### src/bts_pkg.sv
// shared types and codes for the bilinear texture sampler
// no dependencies
`timescale 1ns / 1ps

package bts_pkg;

	localparam logic [1:0] EDGE_BORDER  = 2'd0;
	localparam logic [1:0] EDGE_CLAMP   = 2'd1;
	localparam logic [1:0] EDGE_WRAP    = 2'd2;
	localparam logic [1:0] EDGE_BORDER2 = 2'd3;

	localparam logic [1:0] REG_TEX_WIDTH   = 2'd0;
	localparam logic [1:0] REG_TEX_HEIGHT  = 2'd1;
	localparam logic [1:0] REG_EDGE_MODE_X = 2'd2;
	localparam logic [1:0] REG_EDGE_MODE_Y = 2'd3;

	localparam logic FUNC_WRITE  = 1'b0;
	localparam logic FUNC_SAMPLE = 1'b1;

	typedef struct packed {
		logic       start;
		logic [1:0] mode;
	} axis_ctl_t;

	typedef struct packed {
		logic done;
		logic ok0;
		logic ok1;
	} axis_sts_t;

endpackage

### src/bts_axis.sv
// resolves one axis position and its neighbor under the edge rule
// bit-serial remainder for wrap; uses bts_pkg
`timescale 1ns / 1ps

module bts_axis #(
	parameter int SIZE_MAX = 256,
	parameter int IW = 14,
	parameter int SW = $clog2(SIZE_MAX + 1),
	parameter int XW = $clog2(SIZE_MAX)
) (
	input  logic                  clk,
	input  logic                  arst_n,
	input  bts_pkg::axis_ctl_t    ctl,
	input  logic signed [IW-1:0]  coord,
	input  logic [SW-1:0]         size,
	output bts_pkg::axis_sts_t    sts,
	output logic [XW-1:0]         idx0,
	output logic [XW-1:0]         idx1
);
	import bts_pkg::*;

	localparam int CW = $clog2(IW + 1);
	localparam int LW = ((IW > SW) ? IW : SW) + 2;

	logic signed [IW-1:0] c_q;
	logic [SW-1:0]        size_q;
	logic [1:0]           mode_q;
	logic                 neg_q;
	logic [IW-1:0]        mag_q;
	logic [SW-1:0]        rem_q;
	logic [CW-1:0]        cnt_q;
	logic                 busy_q;
	logic                 done_q;
	logic                 ok0_q;
	logic                 ok1_q;
	logic [XW-1:0]        idx0_q;
	logic [XW-1:0]        idx1_q;

	logic [SW:0]          rem2;
	logic [SW:0]          rem_sub;
	logic signed [LW-1:0] ce;
	logic signed [LW-1:0] c1;
	logic signed [LW-1:0] sz;
	logic [SW-1:0]        wm;
	logic [SW-1:0]        w1;
	logic                 ok0_n;
	logic                 ok1_n;
	logic [XW-1:0]        idx0_n;
	logic [XW-1:0]        idx1_n;

	assign rem2 = {rem_q, mag_q[IW-1]};
	assign rem_sub = rem2 - {1'b0, size_q};

	assign ce = signed'({{(LW - IW){c_q[IW-1]}}, c_q});
	assign c1 = ce + LW'(1);
	assign sz = signed'({{(LW - SW){1'b0}}, size_q});
	assign wm = (neg_q && rem_q != '0) ? SW'(size_q - rem_q) : rem_q;
	assign w1 = (wm == SW'(size_q - SW'(1))) ? '0 : SW'(wm + SW'(1));

	always_comb begin
		ok0_n = 1'b1;
		ok1_n = 1'b1;
		idx0_n = ce[XW-1:0];
		idx1_n = c1[XW-1:0];
		unique case (mode_q)
			EDGE_CLAMP: begin
				if (ce < 0) begin
					idx0_n = '0;
				end else if (ce >= sz) begin
					idx0_n = XW'(size_q - SW'(1));
				end
				if (c1 < 0) begin
					idx1_n = '0;
				end else if (c1 >= sz) begin
					idx1_n = XW'(size_q - SW'(1));
				end
			end
			EDGE_WRAP: begin
				idx0_n = XW'(wm);
				idx1_n = XW'(w1);
			end
			default: begin
				ok0_n = (ce >= 0) && (ce < sz);
				ok1_n = (c1 >= 0) && (c1 < sz);
			end
		endcase
	end

	always_ff @(posedge clk) begin
		if (ctl.start) begin
			c_q <= coord;
			size_q <= size;
			mode_q <= ctl.mode;
			neg_q <= coord[IW-1];
			mag_q <= coord[IW-1] ? IW'(-coord) : IW'(coord);
			rem_q <= '0;
		end else if (busy_q && cnt_q != '0) begin
			mag_q <= mag_q << 1;
			rem_q <= rem2 >= {1'b0, size_q} ? rem_sub[SW-1:0] : rem2[SW-1:0];
		end
		if (busy_q && cnt_q == '0) begin
			ok0_q <= ok0_n;
			ok1_q <= ok1_n;
			idx0_q <= idx0_n;
			idx1_q <= idx1_n;
		end
	end

	always_ff @(posedge clk or negedge arst_n) begin
		if (!arst_n) begin
			busy_q <= 1'b0;
			cnt_q <= '0;
			done_q <= 1'b0;
		end else begin
			done_q <= 1'b0;
			if (ctl.start) begin
				busy_q <= 1'b1;
				cnt_q <= CW'(IW);
			end else if (busy_q) begin
				if (cnt_q == '0) begin
					busy_q <= 1'b0;
					done_q <= 1'b1;
				end else begin
					cnt_q <= cnt_q - CW'(1);
				end
			end
		end
	end

	assign sts = '{done: done_q, ok0: ok0_q, ok1: ok1_q};
	assign idx0 = idx0_q;
	assign idx1 = idx1_q;

endmodule

### config.mk
export PLATFORM = sky130hd
export DESIGN_NAME = bts_axis
export DESIGN_NICKNAME = d
export VERILOG_FILES = /design/src/bts_pkg.sv /design/src/bts_axis.sv
export SDC_FILE = /design/constraint.sdc
export NUM_CORES = 1
export LEC_CHECK = 0
export BUFFER_PORTS_ARGS = -buffer_cell sky130_fd_sc_hd__buf_2
export CORE_MARGIN = 4
export CORE_UTILIZATION = 65
export CTS_CLUSTER_DIAMETER = 100
export DETAILED_ROUTE_END_ITERATION = 6
export PLACE_DENSITY = 0.86
export SLEW_MARGIN = 25
export SYNTH_ARGS = -nofsm -noshare
export SYNTH_HDL_FRONTEND = slang
export SYNTH_SLANG_ARGS = --single-unit
### constraint.sdc
create_clock -name clk -period 5.75 [get_ports clk]
set_clock_uncertainty 0.05 [all_clocks]
set_input_delay 0.8625 -clock clk [delete_from_list [all_inputs] [get_ports clk]]
set_output_delay 0.8625 -clock clk [all_outputs]
set_load 0.1 [all_outputs]
==> qor.csv <==
metric,value,unit
final_nets,634,
synthDistinctLibCells,69,
whs,0.2575,ns
root_buffer,clkbuf_8,
r2r-start,size_q[0]$_DFFE_PP_,
finish.utilization,0.7544,
ys_ff_latch,72,
grt_pass1_vias,3913,
hold_viol,0,
antenna_found_initial,0,
path_class,flip-flop to flip-flop,
cts.repair.resized,0,
syn_avg_cell_area,9.864,um2
ys.flop_type,edfxtp_1,
leakage,2.266,nW
power,2.206,mW
std_cell_rows,31,
critPathLaunchType,flip-flop,
io_buffers,46,
cp-end-kind,flip-flop,
fill_cells,507,
rsz0062_at_grt,false,
routedWlPerCell,17.80,um
fp.dieArea,0.009277,mm2
use_met3,0.07037,
worst_slack,2.019,ns
routabilityCongestion,0.8846,
ys_seq_area_frac,0.4028,
drv_cap,0,
drc_errors,0,
yosysWarnings,0,
totalWireLength,11820,um
drive_above_1_share,0.1558,
drt_iter0_drc,292,
drv_slew,0,
core_area,0.007408,mm2
die_y,96.32,um
grt_use_met1,0.3741,
pre_cts_ws,2.170,ns
cp_max_fo,9,
grt_use_met2,0.4376,
vias,4138,
n_antenna_cell,0,
post_cts_buffers,0,
grt_pass1_wl,19510,um
numCtsBuffers,9,
status,"finished, final reports clean",
clockBufferDepth,2,
placed_area,0.005374,mm2
finalNonFillerCells,664,
reg2regPathDepth,11,
cp.required,5.77,ns
syn_area,0.005070,mm2
cts_max_level,3,
dp_hpwl,9040,um
grt_use_total,0.2772,
setup_viol,0,
relSlewSlack,0.3947,
async_flop_share,0.08333,
arrival,3.75,ns
ir_drop,0.2214,mV
setup_tns,0,ns
cts_hold_buf,0,
synth_edf_count,57,
synth_nets,588,
dieWidth,96.32,um
period_needed,3.731,ns
grt_overflow,0,
drt_first_pass_iters,5,
design_area,0.005589,mm2
finalCritPeriodShare,0.6488,
cts.clk_slew.worst_paths,0.08,ns
dp.cells,648,
syn_inst,514,
via_per_inst,6.232,
hp-class,input port to asynchronous set/reset pin,
rrSetupSlack,2.02,ns
ios,47,
initial_core_util,0.6843,
clk_latency,0.36,ns
area_delta_synth_final,10.24,%
r2r-end,idx1[4]$_DFFE_PP_,
cts_tree,done,
max_freq,268.1,MHz
tightest_slew,0.9079,ns
clock_sinks,72,
grt.busiest_layer,met2,
ant_nets,0,
grt_max_degree,66,
powerDensity,394.8,mW/mm2
==> power by group <==
| group | switching [mW] | total [mW] | internal (mW) |
|---|---|---|---|
| registers | 0.0911 | 0.724 | 0.633 |
| clock network | 0.200 | 0.405 | 0.205 |
| logic | 0.627 | 1.08 | 0.450 |
| total | 0.919 | 2.21 | 1.29 |
==> cells by family after synthesis <==
logic type                 after synthesis  synth area share
muxes                                    7           0.01530
AOI/OAI and AO/OA                      109            0.1624
buffers and inverters                   51           0.04023
adders and majority gates               46            0.1165
and+or+nand+nor                        178            0.1747
DFF                                     72            0.4028
xor gates and xnor gates                51           0.08810
==> worst max-delay path, stage by stage (launching register included) <==
cell,delay [ns]
edfxtp_1,0.61
inv_1,0.18
ha_1,0.27
fa_1,0.40
and2b_1,0.23
o22a_1,0.15
xor2_1,0.06
mux2i_1,0.42
xnor2_1,0.18
nand4_1,0.16
o41ai_4,0.49
o221ai_1,0.23
==> placed cells by master (no fill, tap or decap), types with 3 or more instances in the layout <==
cell type	netlist	final
edfxtp_1	57	57
nor2_1	49	49
buf_2	1	46
nand2_1	45	45
ha_1	44	44
inv_1	39	39
a21oi_1	30	30
xnor2_1	28	28
xor2_1	23	23
o21ai_0	16	16
o221ai_1	14	14
nand3_1	13	13
nor2b_1	13	12
nand4_1	11	11
nor3_1	11	11
clkbuf_8	0	9
dfxtp_1	9	9
a211oi_1	7	7
dfrtp_1	6	6
a21o_1	5	5
nand2b_1	5	5
or2_2	5	5
nor4_1	4	4
o41ai_1	4	4
or3_1	4	4
and3_1	3	3
mux2_2	3	3
o21a_1	3	3
mux2i_1	3	3
o31ai_1	3	3
clkinv_4	0	3
==> synth_stat cells (3+ instances only) <==
cell      number  area share
inv_1         39       0.029
and3_1         3      0.0037
o41ai_1        4      0.0069
or2_2          5      0.0062
a21o_1         5      0.0074
xor2_1        23       0.040
nor2_1        49       0.036
xnor2_1       28       0.048
mux2_2         3      0.0067
o21a_1         3      0.0044
nor2b_1       13       0.016
o21ai_0       16       0.016
nand2_1       45       0.033
dfrtp_1        6       0.030
or3_1          4      0.0049
nand2b_1       5      0.0062
edfxtp_1      57        0.34
mux2i_1        3      0.0059
nor3_1        11       0.011
buf_4          3      0.0044
a21oi_1       30       0.030
clkbuf_1       7      0.0052
nor4_1         4      0.0049
nand4_1       11       0.014
dfxtp_1        9       0.036
o31ai_1        3      0.0044
o221ai_1      14       0.024
nand3_1       13       0.013
ha_1          44        0.11
a211oi_1       7       0.010
==> final cells by class <==
class / instances / area [um2] / share of cell area
clock buffers: 9 / 123.9 / 0.02216
clock inverters: 7 / 78.83 / 0.01410
inverters: 39 / 146.4 / 0.02619
multi-input cells: 391 / 2836 / 0.5075
flip-flops and latches: 72 / 2042 / 0.3653
well taps: 99 / 123.9 / 0.02216
repair buffers: 47 / 237.7 / 0.04253
==> registers in the layout, summed over array words and instances, names as in the netlist <==
name    flops
mode_q      2
ok0_q       1
busy_q      1
mag_q      14
idx1        8
cnt_q       4
rem_q       9
c_q        14
ok1_q       1
done_q      1
size_q      9
idx0        8
==> worst max path at each step <==
stage	from	end	slack, ns	cells past startpoint
finish	size_q[0]$_DFFE_PP_	idx1[4]$_DFFE_PP_	2.02	11
global route	size_q[0]$_DFFE_PP_	idx1[4]$_DFFE_PP_	1.92	11
CTS	size_q[0]$_DFFE_PP_	idx1[5]$_DFFE_PP_	2.15	11
detailed placement	size_q[0]$_DFFE_PP_	idx1[5]$_DFFE_PP_	2.17	11
global placement	size_q[0]$_DFFE_PP_	idx1[6]$_DFFE_PP_	2.29	11
floorplan	size_q[0]$_DFFE_PP_	idx1[0]$_DFFE_PP_	2.64	11
==> layer usage <==
layer / up-vias / part of all wire
li1: 1973 / -
met1: 1939 / 0.41
met2: 205 / 0.47
met3: 21 / 0.092
met4: 0 / 0.024
met5: - / 0
No activity file was read; power rests on OpenSTA's default activity.
